File: src/rtl/fsbp_pkg.sv
`timescale 1ns / 1ps
`default_nettype none
// ----------------------------------------------------------------------------
// fsbp_pkg
// Shared types and constants for the framed status byte parser.
// ----------------------------------------------------------------------------
package fsbp_pkg;

  // Frame buffer depth and the derived width of the byte position counter.
  localparam int unsigned BUFFER_BYTES = 12;
  localparam int unsigned IDX_W        = $clog2(BUFFER_BYTES + 1);
  localparam int unsigned CMP_W        = ((IDX_W > 4) ? IDX_W : 4) + 1;

  // Only frame positions 0 to 5 are ever read, so only those are kept.
  localparam int unsigned FIELD_BYTES  = 6;
  localparam int unsigned KEEP_BYTES   =
      (BUFFER_BYTES < FIELD_BYTES) ? BUFFER_BYTES : FIELD_BYTES;

  localparam logic [7:0] START_BYTE_RST   = 8'h21;
  localparam logic [7:0] END_BYTE_RST     = 8'h3B;
  localparam logic [7:0] TYPE_CODE_RST    = 8'hC0;
  localparam logic [3:0] FRAME_LENGTH_RST = 4'd7;

  typedef enum logic [1:0] {
    CFG_START_BYTE   = 2'd0,
    CFG_END_BYTE     = 2'd1,
    CFG_TYPE_CODE    = 2'd2,
    CFG_FRAME_LENGTH = 2'd3
  } cfg_idx_e;

  typedef struct packed {
    logic [7:0] start_byte;
    logic [7:0] end_byte;
    logic [7:0] type_code;
    logic [3:0] frame_length;
  } cfg_t;

  typedef struct packed {
    logic [7:0] direction;
    logic [7:0] gear;
    logic [4:0] flags;
    logic [7:0] battery_level;
  } result_t;

endpackage
`default_nettype wire

File: src/rtl/fsbp_cfg_regs.sv
`timescale 1ns / 1ps
`default_nettype none
// ----------------------------------------------------------------------------
// fsbp_cfg_regs
// Configuration register file, written one register per transaction.
// ----------------------------------------------------------------------------
module fsbp_cfg_regs
  import fsbp_pkg::*;
(
  input  wire logic       clk_i,
  input  wire logic       rst_ni,
  input  wire logic       cfg_valid_i,
  output      logic       cfg_ready_o,
  input  wire logic [1:0] cfg_index_i,
  input  wire logic [7:0] cfg_data_i,
  output      cfg_t       cfg_o
);

  cfg_t cfg_q, cfg_d;

  assign cfg_ready_o = 1'b1;
  assign cfg_o       = cfg_q;

  always_comb begin
    cfg_d = cfg_q;
    if (cfg_valid_i) begin
      case (cfg_idx_e'(cfg_index_i))
        CFG_START_BYTE:   cfg_d.start_byte   = cfg_data_i;
        CFG_END_BYTE:     cfg_d.end_byte     = cfg_data_i;
        CFG_TYPE_CODE:    cfg_d.type_code    = cfg_data_i;
        CFG_FRAME_LENGTH: cfg_d.frame_length = cfg_data_i[3:0];
        default:          cfg_d = cfg_q;
      endcase
    end
  end

  always_ff @(posedge clk_i or negedge rst_ni) begin
    if (!rst_ni) begin
      cfg_q.start_byte   <= START_BYTE_RST;
      cfg_q.end_byte     <= END_BYTE_RST;
      cfg_q.type_code    <= TYPE_CODE_RST;
      cfg_q.frame_length <= FRAME_LENGTH_RST;
    end else begin
      cfg_q <= cfg_d;
    end
  end

endmodule
`default_nettype wire

File: src/rtl/fsbp_frame_core.sv
`timescale 1ns / 1ps
`default_nettype none
// ----------------------------------------------------------------------------
// fsbp_frame_core
// Input register, frame tracking state and field extraction for one byte.
// ----------------------------------------------------------------------------
module fsbp_frame_core
  import fsbp_pkg::*;
(
  input  wire logic       clk_i,
  input  wire logic       rst_ni,
  input  wire cfg_t       cfg_i,
  input  wire logic       in_valid_i,
  output      logic       in_ready_o,
  input  wire logic [7:0] rx_byte_i,
  output      logic       res_valid_o,
  input  wire logic       res_ready_i,
  output      result_t    res_o
);

  logic             in_valid_q, in_valid_d;
  logic [7:0]       byte_q;
  logic             receiving_q, receiving_d;
  logic [IDX_W-1:0] idx_q, idx_d;
  logic [3:0]       exp_q, exp_d;
  logic [7:0]       buf_q [KEEP_BYTES];
  logic [7:0]       buf_d [KEEP_BYTES];
  logic [7:0]       view  [FIELD_BYTES];
  logic             open_frame, close_frame, frame_ok, step;
  logic [CMP_W-1:0] idx_next;

  assign idx_next    = CMP_W'(idx_q) + CMP_W'(1);
  assign open_frame  = !receiving_q && (byte_q == cfg_i.start_byte);
  assign close_frame = receiving_q && (byte_q == cfg_i.end_byte)
                       && (idx_next == CMP_W'(exp_q));

  // Buffer as seen after the current byte is stored; unkept positions read zero.
  always_comb begin
    for (int i = 0; i < FIELD_BYTES; i++) begin
      if (i < KEEP_BYTES) begin
        view[i] = (idx_q == IDX_W'(i)) ? byte_q : buf_q[i];
      end else begin
        view[i] = 8'h00;
      end
    end
  end

  assign frame_ok    = close_frame && (view[0] == cfg_i.start_byte)
                       && (view[1] == cfg_i.type_code);
  assign res_valid_o = in_valid_q && frame_ok;
  assign step        = in_valid_q && (!frame_ok || res_ready_i);
  assign in_ready_o  = !in_valid_q || step;
  assign in_valid_d  = in_valid_i || (in_valid_q && !step);

  assign res_o.direction     = view[2];
  assign res_o.gear          = view[3];
  assign res_o.flags         = view[4][4:0];
  assign res_o.battery_level = view[5];

  always_comb begin
    receiving_d = receiving_q;
    idx_d       = idx_q;
    exp_d       = exp_q;
    for (int i = 0; i < KEEP_BYTES; i++) begin
      buf_d[i] = buf_q[i];
    end
    if (step) begin
      if (open_frame) begin
        receiving_d = 1'b1;
        idx_d       = IDX_W'(1);
        exp_d       = 4'd0;
        for (int i = 0; i < KEEP_BYTES; i++) begin
          buf_d[i] = (i == 0) ? byte_q : 8'h00;
        end
      end else if (close_frame) begin
        receiving_d = 1'b0;
        idx_d       = '0;
        exp_d       = 4'd0;
      end else if (receiving_q) begin
        for (int i = 0; i < KEEP_BYTES; i++) begin
          if (idx_q == IDX_W'(i)) begin
            buf_d[i] = byte_q;
          end
        end
        idx_d = idx_next[IDX_W-1:0];
        if ((idx_q == IDX_W'(1)) && (byte_q == cfg_i.type_code)) begin
          exp_d = cfg_i.frame_length;
        end
        // A frame that fills the buffer without closing is dropped.
        if (idx_next >= CMP_W'(BUFFER_BYTES)) begin
          receiving_d = 1'b0;
          idx_d       = '0;
          exp_d       = 4'd0;
        end
      end
    end
  end

  always_ff @(posedge clk_i or negedge rst_ni) begin
    if (!rst_ni) begin
      in_valid_q  <= 1'b0;
      receiving_q <= 1'b0;
      idx_q       <= '0;
      exp_q       <= 4'd0;
    end else begin
      in_valid_q  <= in_valid_d;
      receiving_q <= receiving_d;
      idx_q       <= idx_d;
      exp_q       <= exp_d;
    end
  end

  always_ff @(posedge clk_i) begin
    if (in_valid_i && in_ready_o) begin
      byte_q <= rx_byte_i;
    end
    for (int i = 0; i < KEEP_BYTES; i++) begin
      buf_q[i] <= buf_d[i];
    end
  end

  a_idx_in_range: assert property (@(posedge clk_i) disable iff (!rst_ni)
    CMP_W'(idx_q) < CMP_W'(BUFFER_BYTES))
    else $error("frame byte position reached the buffer size");

  a_idle_clean: assert property (@(posedge clk_i) disable iff (!rst_ni)
    !receiving_q |-> (idx_q == '0) && (exp_q == 4'd0))
    else $error("idle parser holds a stale position or length");

  a_len_after_type: assert property (@(posedge clk_i) disable iff (!rst_ni)
    (receiving_q && (exp_q != 4'd0)) |-> (CMP_W'(idx_q) >= CMP_W'(2)))
    else $error("frame length latched before the type byte");

  a_idle_after_emit: assert property (@(posedge clk_i) disable iff (!rst_ni)
    (res_valid_o && res_ready_i) |=> !receiving_q)
    else $error("parser still receiving after a frame was emitted");

endmodule
`default_nettype wire

File: src/rtl/fsbp_out_reg.sv
`timescale 1ns / 1ps
`default_nettype none
// ----------------------------------------------------------------------------
// fsbp_out_reg
// Result register that holds a decoded frame until the consumer takes it.
// ----------------------------------------------------------------------------
module fsbp_out_reg
  import fsbp_pkg::*;
(
  input  wire logic    clk_i,
  input  wire logic    rst_ni,
  input  wire logic    res_valid_i,
  output      logic    res_ready_o,
  input  wire result_t res_i,
  output      logic    out_valid_o,
  input  wire logic    out_ready_i,
  output      result_t out_o
);

  logic    valid_q, valid_d;
  result_t data_q;

  assign res_ready_o = !valid_q || out_ready_i;
  assign valid_d     = res_valid_i || (valid_q && !out_ready_i);
  assign out_valid_o = valid_q;
  assign out_o       = data_q;

  always_ff @(posedge clk_i or negedge rst_ni) begin
    if (!rst_ni) begin
      valid_q <= 1'b0;
    end else begin
      valid_q <= valid_d;
    end
  end

  always_ff @(posedge clk_i) begin
    if (res_valid_i && res_ready_o) begin
      data_q <= res_i;
    end
  end

endmodule
`default_nettype wire

File: src/rtl/framed_status_byte_parser_unit.sv
// A closing byte sits in the input register, its result then in the result register.
// Throughput: one byte per cycle, but a closing byte waits while the result register
// is full; bytes that yield no result pass even while a finished result waits at
// the output.
// Reset: asynchronous, active low; clears the parser state and loads the
// default configuration. The frame buffer is cleared at each frame start.
`timescale 1ns / 1ps
`default_nettype none
// ----------------------------------------------------------------------------
// framed_status_byte_parser_unit
// Assembles framed status messages from received bytes and decodes the fields.
// ----------------------------------------------------------------------------
module framed_status_byte_parser_unit
  import fsbp_pkg::*;
(
  input  wire logic       clk_i,
  input  wire logic       rst_ni,
  input  wire logic       cfg_valid_i,
  output      logic       cfg_ready_o,
  input  wire logic [1:0] cfg_index_i,
  input  wire logic [7:0] cfg_data_i,
  input  wire logic       in_valid_i,
  output      logic       in_ready_o,
  input  wire logic [7:0] rx_byte_i,
  output      logic       out_valid_o,
  input  wire logic       out_ready_i,
  output      logic [7:0] direction_o,
  output      logic [7:0] gear_o,
  output      logic       control_taken_o,
  output      logic       interior_light_o,
  output      logic       navigation_light_o,
  output      logic       battery_one_on_o,
  output      logic       battery_two_on_o,
  output      logic [7:0] battery_level_o
);

  cfg_t    cfg;
  logic    res_valid, res_ready;
  result_t res, out;

  fsbp_cfg_regs u_cfg_regs (
    .clk_i       (clk_i),
    .rst_ni      (rst_ni),
    .cfg_valid_i (cfg_valid_i),
    .cfg_ready_o (cfg_ready_o),
    .cfg_index_i (cfg_index_i),
    .cfg_data_i  (cfg_data_i),
    .cfg_o       (cfg)
  );

  fsbp_frame_core u_frame_core (
    .clk_i       (clk_i),
    .rst_ni      (rst_ni),
    .cfg_i       (cfg),
    .in_valid_i  (in_valid_i),
    .in_ready_o  (in_ready_o),
    .rx_byte_i   (rx_byte_i),
    .res_valid_o (res_valid),
    .res_ready_i (res_ready),
    .res_o       (res)
  );

  fsbp_out_reg u_out_reg (
    .clk_i       (clk_i),
    .rst_ni      (rst_ni),
    .res_valid_i (res_valid),
    .res_ready_o (res_ready),
    .res_i       (res),
    .out_valid_o (out_valid_o),
    .out_ready_i (out_ready_i),
    .out_o       (out)
  );

  assign direction_o        = out.direction;
  assign gear_o             = out.gear;
  assign control_taken_o    = out.flags[0];
  assign interior_light_o   = out.flags[1];
  assign navigation_light_o = out.flags[2];
  assign battery_one_on_o   = out.flags[3];
  assign battery_two_on_o   = out.flags[4];
  assign battery_level_o    = out.battery_level;

endmodule
`default_nettype wire

File: config.mk
export PLATFORM = sky130hd
export DESIGN_NAME = framed_status_byte_parser_unit
export DESIGN_NICKNAME = d
export VERILOG_FILES = /design/src/rtl/fsbp_pkg.sv /design/src/rtl/fsbp_cfg_regs.sv /design/src/rtl/fsbp_frame_core.sv /design/src/rtl/fsbp_out_reg.sv /design/src/rtl/framed_status_byte_parser_unit.sv
export SDC_FILE = /design/constraint.sdc
export NUM_CORES = 1
export LEC_CHECK = 0
export BUFFER_PORTS_ARGS = -buffer_cell sky130_fd_sc_hd__buf_4
export CAP_MARGIN = 10
export CORE_MARGIN = 2
export CORE_UTILIZATION = 64
export DETAILED_ROUTE_END_ITERATION = 8
export GPL_TIMING_DRIVEN = 0
export MAX_ROUTING_LAYER = met4
export PLACE_DENSITY = 0.9
export SLEW_MARGIN = 40
export SYNTH_ARGS = -nofsm -noshare
export SYNTH_HDL_FRONTEND = slang
export SYNTH_SLANG_ARGS = --single-unit
File: constraint.sdc
create_clock -name clk_i -period 8.9 [get_ports clk_i]
set_input_delay 0.89 -clock clk_i [delete_from_list [all_inputs] [get_ports clk_i]]
set_output_delay 0.89 -clock clk_i [all_outputs]
set_load 0.005 [all_outputs]
Word-level counts from Yosys, hierarchy flattened
Memories as Yosys holds them, arrays and structs flattened.
Index checks and enable logic that the tools add are counted.
{"block": "totals", "register_bits": 76, "latchBits": 0, "ramBits": 48, "rom_bits": 0, "wordCells": 87, "memories": 1}
{"block": "op_classes", "n_addsub": 1, "multipliers": 0, "div_mod_pow": 0, "magnitude_cmp": 1, "eq_ne": 14, "shifts": 0, "muxes": 23, "n_bitwise": 0, "reduce_logical": 33}
{"memory": "u_frame_core.buf_q", "words": 6, "width": 8, "rd": 6, "rd_clocked_by_memory_dff": 0, "write_ports": 6, "line": "fsbp_frame_core.sv:26", "source": "logic [7:0] buf_q [KEEP_BYTES];"}
{"op": "48-bit 2-to-1 mux", "count": 4}
{"op": "8-bit 2-to-1 mux", "count": 6}
{"op": "8-bit equality test", "count": 5}
{"op": "4-bit 2-to-1 mux", "count": 9}
{"op": "1-bit logical AND", "count": 12}
{"op": "2-bit AND reduction", "count": 5}
{"op": "4-bit by 2-bit equality test with 1-bit output (second input constant)", "count": 2}
{"op": "4-bit by 3-bit equality test with 1-bit output (second input constant)", "count": 2}
{"op": "1-bit zero test", "count": 6}
{"op": "4-bit by 1-bit adder with 5-bit output (second input constant)", "count": 1}
{"op": "5-bit by 4-bit equality test with 1-bit output", "count": 1}
{"op": "5-bit by 4-bit greater-or-equal comparator with 1-bit output (second input constant)", "count": 1}
{"op": "1-bit logical OR", "count": 5}
{"op": "2-bit equality test (second input constant)", "count": 2}
{"op": "4-bit by 1-bit equality test with 1-bit output (second input constant)", "count": 1}
{"op": "4-bit zero test", "count": 1}
{"op": "1-bit 2-to-1 mux", "count": 4}
{"op": "4-bit nonzero test", "count": 1}
{"op": "3-bit AND reduction", "count": 1}
{"op": "3-bit nonzero test", "count": 1}
{"op": "2-bit by 1-bit equality test with 1-bit output (second input constant)", "count": 1}
{"op": "2-bit zero test", "count": 1}

Logic depth before layout (Yosys ltp)
Gate-level depths: netlist of the first run.
{"block": "logic_depth", "word_depth": 11, "ltp_mapped": 10}

Modules after synthesis
From an unflattened synthesis of the first run, not the netlist that was laid out.
{"block": "hier_totals", "hier_cells": 484, "area_unflattened_um2": 6189.7}
{"mod": "fsbp_frame_core", "n_inst": 1, "cells_per_inst": 389, "area_per_inst_um2": 4176.5}
{"mod": "fsbp_cfg_regs", "n_inst": 1, "cells_per_inst": 62, "area_per_inst_um2": 1088.5}
{"mod": "fsbp_out_reg", "n_inst": 1, "cells_per_inst": 33, "area_per_inst_um2": 924.6}

Worst setup path after synthesis of the first run
No wires, ideal clock.
{"block": "synth_timing", "path_kind": "register to register", "startpoint": "register u_frame_core.byte_q[4] (netlist name)", "endpoint": "memory u_frame_core.buf_q[0][0], enable pin", "arrival_time_ps": 3567, "required_ps": 8452, "slack_ps": 4885, "path_stages_with_launch": 8, "path_buffers": 2, "synth_period_minus_slack_ps": 4015, "cell_sequence": "edfxtp_1 > clkbuf_1 > or2_0 > and2_1 > nor4_1 > clkbuf_1 > o21ai_1 > nor2_1"}
{"item": "to (decl)", "line": "fsbp_frame_core.sv:26"}

Final worst setup path of the first run
{"block": "layout_timing", "startpoint": "register u_frame_core.idx_q[0]", "endpoint": "output port in_ready_o"}
{"block": "layout_via", "elab_chain_len": 9, "word_cells_on_any_way": 15, "classes_between": "add/sub (1); eq/ne (4); mux (2); reduce/logical (8)"}
{"item": "from (decl)", "line": "fsbp_frame_core.sv:24", "source": "logic [IDX_W-1:0] idx_q, idx_d;"}
{"item": "from (signal assigned)", "line": "fsbp_frame_core.sv:108", "source": "idx_q <= idx_d;"}
{"item": "4-bit by 1-bit adder with 5-bit output or 4-bit zero test (tied branches)", "line": "fsbp_frame_core.sv:32, fsbp_frame_core.sv:41"}
{"item": "5-bit by 4-bit equality test with 1-bit output or 8-bit 2-to-1 mux (tied branches)", "line": "fsbp_frame_core.sv:35, fsbp_frame_core.sv:41"}
{"item": "1-bit logical AND or 8-bit equality test (tied branches)", "line": "fsbp_frame_core.sv:35, fsbp_frame_core.sv:48"}
{"item": "1-bit logical AND", "line": "fsbp_frame_core.sv:48", "source": "assign frame_ok = close_frame && (view[0] == cfg_i.start_byte)"}
{"item": "1-bit logical AND *", "line": "fsbp_frame_core.sv:49", "source": "&& (view[1] == cfg_i.type_code);"}
{"item": "1-bit zero test *", "line": "fsbp_frame_core.sv:51", "source": "assign step = in_valid_q && (!frame_ok || res_ready_i);"}
{"item": "1-bit logical OR *", "line": "fsbp_frame_core.sv:51"}
{"item": "1-bit logical AND *", "line": "fsbp_frame_core.sv:51"}
{"item": "1-bit logical OR *", "line": "fsbp_frame_core.sv:52", "source": "assign in_ready_o = !in_valid_q || step;"}
{"item": "to (decl)", "line": "framed_status_byte_parser_unit.sv:23", "source": "output logic in_ready_o,"}
Every way passes the cells marked *; elsewhere a longest branch is shown, timed or not.

==> flow_metrics.py, run 1 <==
metrics = {
    "clock_network": {
        "cts_setup_buffers": 0,
        "cts_made_buffers": 17,
        "root_buffer": "clkbuf_8",
        "clk_latency_ps": 520,
        "clkSlewWorstSetupHoldPaths_ps": 60,
        "cts_tree": "yes",
        "cts_hold_buf": 0,
        "h-tree-depth": 4,
        "cts_resized": 0,
        "cts_sinks": 121,
        "clk_path_buf_depth": 2,
    },
    "pwr": {
        "leakagePower_nw": 2.62,
        "clkPwrFrac_pct": 33.2,
        "p_int_mw": 1.32,
        "p_switching_mw": 0.580,
        "p_sw_share_pct": 30.5,
        "p_comb_share_pct": 26.0,
        "p_per_area_nw_per_um2": 273,
        "peakVddDrop_mv": 0.233,
        "power.share.sequential_pct": 40.8,
    },
    "min_path": {
        "hold_class": "input pin to async pin",
    },
    "final_layout": {
        "multiInputGateArea_um2": 2210,
        "area.growth.synth_to_final_pct": 20.6,
        "fillCellCount": 434,
        "regArea_um2": 3450,
        "nNetsFinal": 528,
        "finish.utilization_pct": 79.7,
        "diodes": 0,
        "drive_gt1_share_pct": 35.6,
        "final_cell_area_um2": 6950,
    },
    "sta": {
        "min_period_ps": 4190,
        "slew_violations": 0,
        "tns_ps": 0,
        "period_share_pct": 47.1,
        "tightestPinTransition_ps": 799,
        "fmax_ghz": 0.239,
        "setup_viol": 0,
        "timing.slew.headroom_pct": 46.4,
        "rsz0062_at_grt": "false",
        "layout_setup_ws_ps": 4710,
        "hold_viol_final": 0,
        "fin_skew_ps": 8.33,
        "whs_ps": 336,
    },
    "die": {
        "ios": 55,
        "die_h_um": 98.9,
        "start_util_pct": 66.1,
        "fp.dieW_um": 98.9,
        "die_area_um2": 9780,
        "rows": 34,
        "core_um2": 8720,
    },
    "drt": {
        "postRouteAntennaNets": 0,
        "drc_errors": 0,
        "via_per_inst": 6.23,
        "wl_um": 13100,
        "dr.pass1.iters": 5,
        "wire_per_inst_um": 21.1,
        "drt_iter0_markers": 358,
        "via_count": 3874,
    },
    "worst_setup_path": {
        "worstReg2RegStart": "u_frame_core.byte_q[2]",
        "critPathTopFamily": "simple AND/OR/NAND/NOR gates",
        "worstReg2RegEnd": "u_frame_core.buf_q[3][5]",
        "critPathRequiredTime_ps": 8010,
        "crit_fanout": 8,
        "slowest_stage": "dfrtp_1",
        "r2r_slack_ps": 5390,
        "crit_buf_inv": 3,
        "startpoint_type": "flop",
        "setup.worst_path.end_class": "output pin",
        "worstPathArrival_ps": 3300,
        "r2r_cells": 9,
        "crit_chain": "inv_1 -> ha_1 -> or3b_1 -> clkbuf_1 -> mux2i_1 -> xor2_1 -> o211ai_1 -> nor4_1 -> nand3_1 -> buf_4",
        "slowest_delay_ps": 480,
        "crit_type": "flop to output pin",
    },
    "synth": {
        "synthArstFlopShare_pct": 32.2,
        "synth_top_cell_by_area": "edfxtp_1",
        "synth_area_per_cell_um2": 13.5,
        "yosys_warnings": 0,
        "yosys-top-cells-area": "edfxtp_1 43%, mux2_2 12%, dfrtp_1 12%, dfstp_2 5.5%, xnor2_1 3.8%",
        "syn-cell-area_um2": 5760,
        "syn_nets": 453,
        "ys_ff_latch": 121,
        "ys.flop_type": "edfxtp_1",
        "synth_top_area_share_pct": 42.7,
        "ys_seq_area_share_pct": 59.9,
        "synth_edf_count": 82,
        "ys_types": 57,
        "synthCells": 426,
    },
    "global_route": {
        "grt_pass1_wl_um": 20600,
        "overflow": 0,
        "antenna_found_initial": 0,
        "use_met3_pct": 5.74,
        "grt_pass1_vias": 3929,
        "grt_max_degree": 40,
        "use_met2_pct": 44.8,
        "grt_busiest_layer": "met2",
        "use_met1_pct": 37.1,
        "track_usage_pct": 28.6,
    },
    "placement": {
        "dp_hpwl_um": 8490,
        "gp_congestion": 0.944,
        "io_buffers": 53,
        "place_area_um2": 6400,
        "pre_cts_ws_ps": 5350,
    },
    "run_status": {
        "outcome": "finished, final reports clean",
    },
    "job": {
        "cap_violations": 0,
    },
}
[layer usage]
layer,wire length [µm],part of all wire (%)
met5,0,0
met4,190,1.5
met3,931,7.1
met2,6780,52
met1,5200,40
[final cells by class]
class | instances | share of cell area, %
Sequential cell | 121 | 49.7
Clock buffer | 18 | 6.01
Multi-Input combinational cell | 273 | 31.8
Buffer | 20 | 1.39
Tap cell | 108 | 1.94
Inverter | 12 | 0.648
Timing Repair Buffer | 56 | 6.73
Clock inverter | 14 | 1.80
[how the worst max path moves through the flow]
stage,startpoint,end,cells after the start
3_3_place_gp,u_frame_core.byte_q[2],u_frame_core.buf_q[0][2],7
5_1_grt,u_frame_core.idx_q[0],in_ready_o,10
4_1_cts,u_frame_core.idx_q[0],in_ready_o,10
3_5_place_dp,u_frame_core.idx_q[0],in_ready_o,10
2_1_floorplan,u_frame_core.byte_q[4],u_frame_core.buf_q[0][0],7
6_report,u_frame_core.idx_q[0],in_ready_o,10
[cells by family after synthesis]
logic type      after synthesis  synth area share (%)
fa+ha+maj                     4                 0.868
buf+inv                      32                  2.45
mux                          67                  13.2
xor+xnor                     37                  5.62
flops                       121                  59.9
compound gates               64                  7.75
other cells                   1                0.0651
simple gates                100                  10.1
[power groups by stage]
stage / sequential (mW) / combinational, mW / clock, mW
5_1_grt: 0.782 / 0.529 / 0.661
6_report: 0.775 / 0.494 / 0.630
3_3_place_gp: 0.782 / 0.442 / 0
3_5_place_dp: 0.783 / 0.477 / 0
4_1_cts: 0.774 / 0.488 / 0.632
2_1_floorplan: 0.767 / 0.365 / 0
[cell usage in the layout, fill, tap and decap left out, types with 5 or more instances in the layout]
master     netlist  final
nand2b_1         7      7
nand2_1         25     25
nor3_1           6      5
xnor2_1         25     25
xor2_1          12     12
a21boi_0        18     18
o21ai_0         14     14
inv_1           12     12
dfrtp_1         27     27
buf_4            1     54
edfxtp_1        82     82
nor2_1           8      6
nand3_1          7      7
clkbuf_16        0     16
nand4_1          5      5
clkbuf_1        15     16
mux2_2          62     62
dfstp_2         12     12
a21oi_1         10     10
nor2b_1         14     14
[flip-flops by register name (all words and copies together) (netlist names)]
register and flops:
u_out_reg.out_o 29, u_frame_core.byte_q 8, u_frame_core.exp_q 4, u_frame_core.idx_q 4
u_frame_core.buf_q 45, u_cfg_regs.cfg_o 28, u_frame_core.in_valid_q 1, u_out_reg.out_valid_o 1
u_frame_core.receiving_q 1
[per-stage QoR]
| step | cells | power [mW] |
|---|---|---|
| final | 622 | 1.90 |
| after global routing | 622 | 1.97 |
| after global placement | 587 | 1.22 |
| after CTS | 622 | 1.89 |
| after detailed placement | 590 | 1.26 |
| after floorplan | 426 | 1.13 |
[synthesized netlist by cell type, types with 4 or more instances]
cell / number
edfxtp_1: 82
mux2_2: 62
dfrtp_1: 27
nand2_1: 25
xnor2_1: 25
a21boi_0: 18
clkbuf_1: 15
nor2b_1: 14
o21ai_0: 14
dfstp_2: 12
inv_1: 12
xor2_1: 12
a21oi_1: 10
nor2_1: 8
nand2b_1: 7
nand3_1: 7
nor3_1: 6
nand4_1: 5
a22o_2: 4
and3_1: 4
ha_1: 4
mux2i_1: 4
nor4_1: 4
No activity file was read; power rests on OpenSTA's default activity.
==> run 2, diff against run 1 <==
Settings changed: CORE_UTILIZATION 64 to 53, PLACE_DENSITY 0.9 to 0.8.
Clock period 8.9 ns to 3.7 ns, I/O delays scaled along.
==> run 2 against run 1 <==
Effect of this change: cell count grew 7.9%; cell area grew 3.6%; worst hold slack lost 290 ps; clock power grew to 2.6 times the previous value; clock skew grew 2.1 ps; via count is essentially flat; worst setup slack lost 4500 ps; combinational power grew 140%; routed wire length is essentially flat; register-to-register slack lost 5000 ps; critical path depth is the same; count of clock-buffer cells in the layout grew 1; critical endpoint unchanged.
==> flow_metrics.py, run 2 (synthesis results as in run 1) <==
metrics = {
    "drt": {
        "dr.pass1.iters": 7,
        "drc_errors": 0,
        "postRouteAntennaNets": 0,
        "via_count": 3876,
        "wl_um": 13100,
        "wire_per_inst_um": 19.5,
        "via_per_inst": 5.78,
        "drt_iter0_markers": 430,
    },
    "global_route": {
        "overflow": 0,
        "grt_max_degree": 40,
        "antenna_found_initial": 0,
        "track_usage_pct": 24.3,
        "grt_pass1_vias": 3876,
        "grt_pass1_wl_um": 20300,
    },
    "min_path": {
        "hold_class": "input pin to flop",
    },
    "sta": {
        "setup_viol": 0,
        "period_share_pct": 95.5,
        "tns_ps": 0,
        "whs_ps": 48.5,
        "rsz0062_at_grt": "true",
        "slew_violations": 0,
        "fin_skew_ps": 10.4,
        "tightestPinTransition_ps": 807,
        "hold_viol_final": 0,
        "min_period_ps": 3530,
        "timing.slew.headroom_pct": 45.9,
        "fmax_ghz": 0.283,
    },
    "clock_network": {
        "cts_tree": "yes",
        "clk_path_buf_depth": 2,
        "cts_sinks": 121,
        "h-tree-depth": 4,
        "clk_latency_ps": 530,
        "clkSlewWorstSetupHoldPaths_ps": 60,
        "cts_made_buffers": 17,
        "root_buffer": "clkbuf_8",
    },
    "die": {
        "die_area_um2": 11700,
        "die_h_um": 108,
        "fp.dieW_um": 108,
        "start_util_pct": 53.6,
        "ios": 55,
        "core_um2": 10700,
        "rows": 38,
    },
    "pwr": {
        "p_per_area_nw_per_um2": 652,
        "power.total_mw": 4.70,
        "peakVddDrop_mv": 0.372,
        "leakagePower_nw": 2.74,
    },
    "final_layout": {
        "fillCellCount": 740,
        "diodes": 0,
        "area.growth.synth_to_final_pct": 25.0,
        "regMostFlops": "u_frame_core.buf_q",
        "layout_commonest_cell": "edfxtp_1",
        "final_cell_mix": "82 x edfxtp_1, 62 x mux2_2, 62 x buf_4, 26 x dfrtp_1",
        "regArea_um2": 3450,
        "drive_gt1_share_pct": 37.1,
        "largest_reg_flops": 45,
        "final_cell_area_um2": 7210,
        "nNetsFinal": 545,
        "multiInputGateArea_um2": 2220,
    },
    "worst_setup_path": {
        "worstPathArrival_ps": 3160,
        "crit_fanout": 8,
        "startpoint_type": "flop",
        "crit_type": "flop to output pin",
        "critPathRequiredTime_ps": 3330,
        "setup.worst_path.end_class": "output pin",
    },
    "placement": {
        "gp_congestion": 0.876,
        "dp_hpwl_um": 8280,
        "io_buffers": 53,
        "place_area_um2": 6420,
    },
    "run_status": {
        "outcome": "finished, final reports clean",
    },
    "job": {
        "cap_violations": 0,
    },
}
## run 2: cell types whose count changed in the layout (fill, tap and decap cells not counted), moves of 2 or more
cell / change
buf_4: +8
clkbuf_1: -2
clkbuf_8: +2
clkinv_1: -2
clkinv_2: +2
clkinvlp_4: -2
dlygate4sd3_1: +9
## run 2: metal layers
metal / routed length [µm] / vias to the layer above / global-route usage [%]
met5: 0 / - / -
met4: 316 / 0 / 10.4
met3: 803 / 34 / 5.67
met2: 6580 / 170 / 38.0
met1: 5420 / 1914 / 30.6
li1: - / 1758 / -
## run 2: timing repair
| item | in CTS | in global routing |
|---|---|---|
| endpoints found under the hold margin | 35 | 0 |
| gates resized for setup | 0 | 2 |
| endpoints found under the setup margin | 0 | 13 |
| hold buffers | 9 | 0 |
| setup buffers | 0 | 9 |
## run 2: final timing paths
kind | from | to | slack (ps) | cells past startpoint
min in group asynchronous | rst_ni | u_cfg_regs.cfg_o[22] | 360 | 2
hold / removal | in_valid_i | u_frame_core.in_valid_q | 50 | 2
max in group asynchronous | rst_ni | u_frame_core.idx_q[0] | 2960 | 2
setup / recovery | u_frame_core.idx_q[0] | in_ready_o | 170 | 10
setup reg to reg | u_frame_core.byte_q[4] | u_frame_core.buf_q[4][2] | 360 | 10
hold reg to reg | u_cfg_regs.cfg_o[3] | u_frame_core.exp_q[3] | 520 | 1
## run 2: worst max-delay path, cell delays in order (launching register included)
cell	delay [ps]
dfrtp_2	470
inv_1	110
ha_1	190
or3b_1	410
clkbuf_1	200
mux2i_1	250
xor2_1	180
o211ai_1	190
nor4_2	300
nand3_1	170
buf_4	170
## run 2: power breakdown
group / switching [mW] / internal [mW] / leakage (nW)
logic: 0.638 / 0.575 / 1.24
clock network: 0.616 / 0.997 / 0.285
registers: 0.143 / 1.73 / 1.21
## run 2: through the flow
stage	cells	worst slack, ps	util [%]
after floorplan	426	365	-
after global placement	619	-646	59.0
after detailed placement	621	93.3	59.8
after CTS	662	31.9	66.0
after global routing	671	-5.98	67.1
final	671	165	67.1
## run 2: area by class of cell
type,count,share of cell area [%]
flip-flops and latches,121,47.9
multi-input cells,273,30.8
repair buffers,74,8.82
clock buffers,19,6.13
well taps,140,2.43
clock inverters,13,1.98
plain buffers,19,1.28
inverters,12,0.625
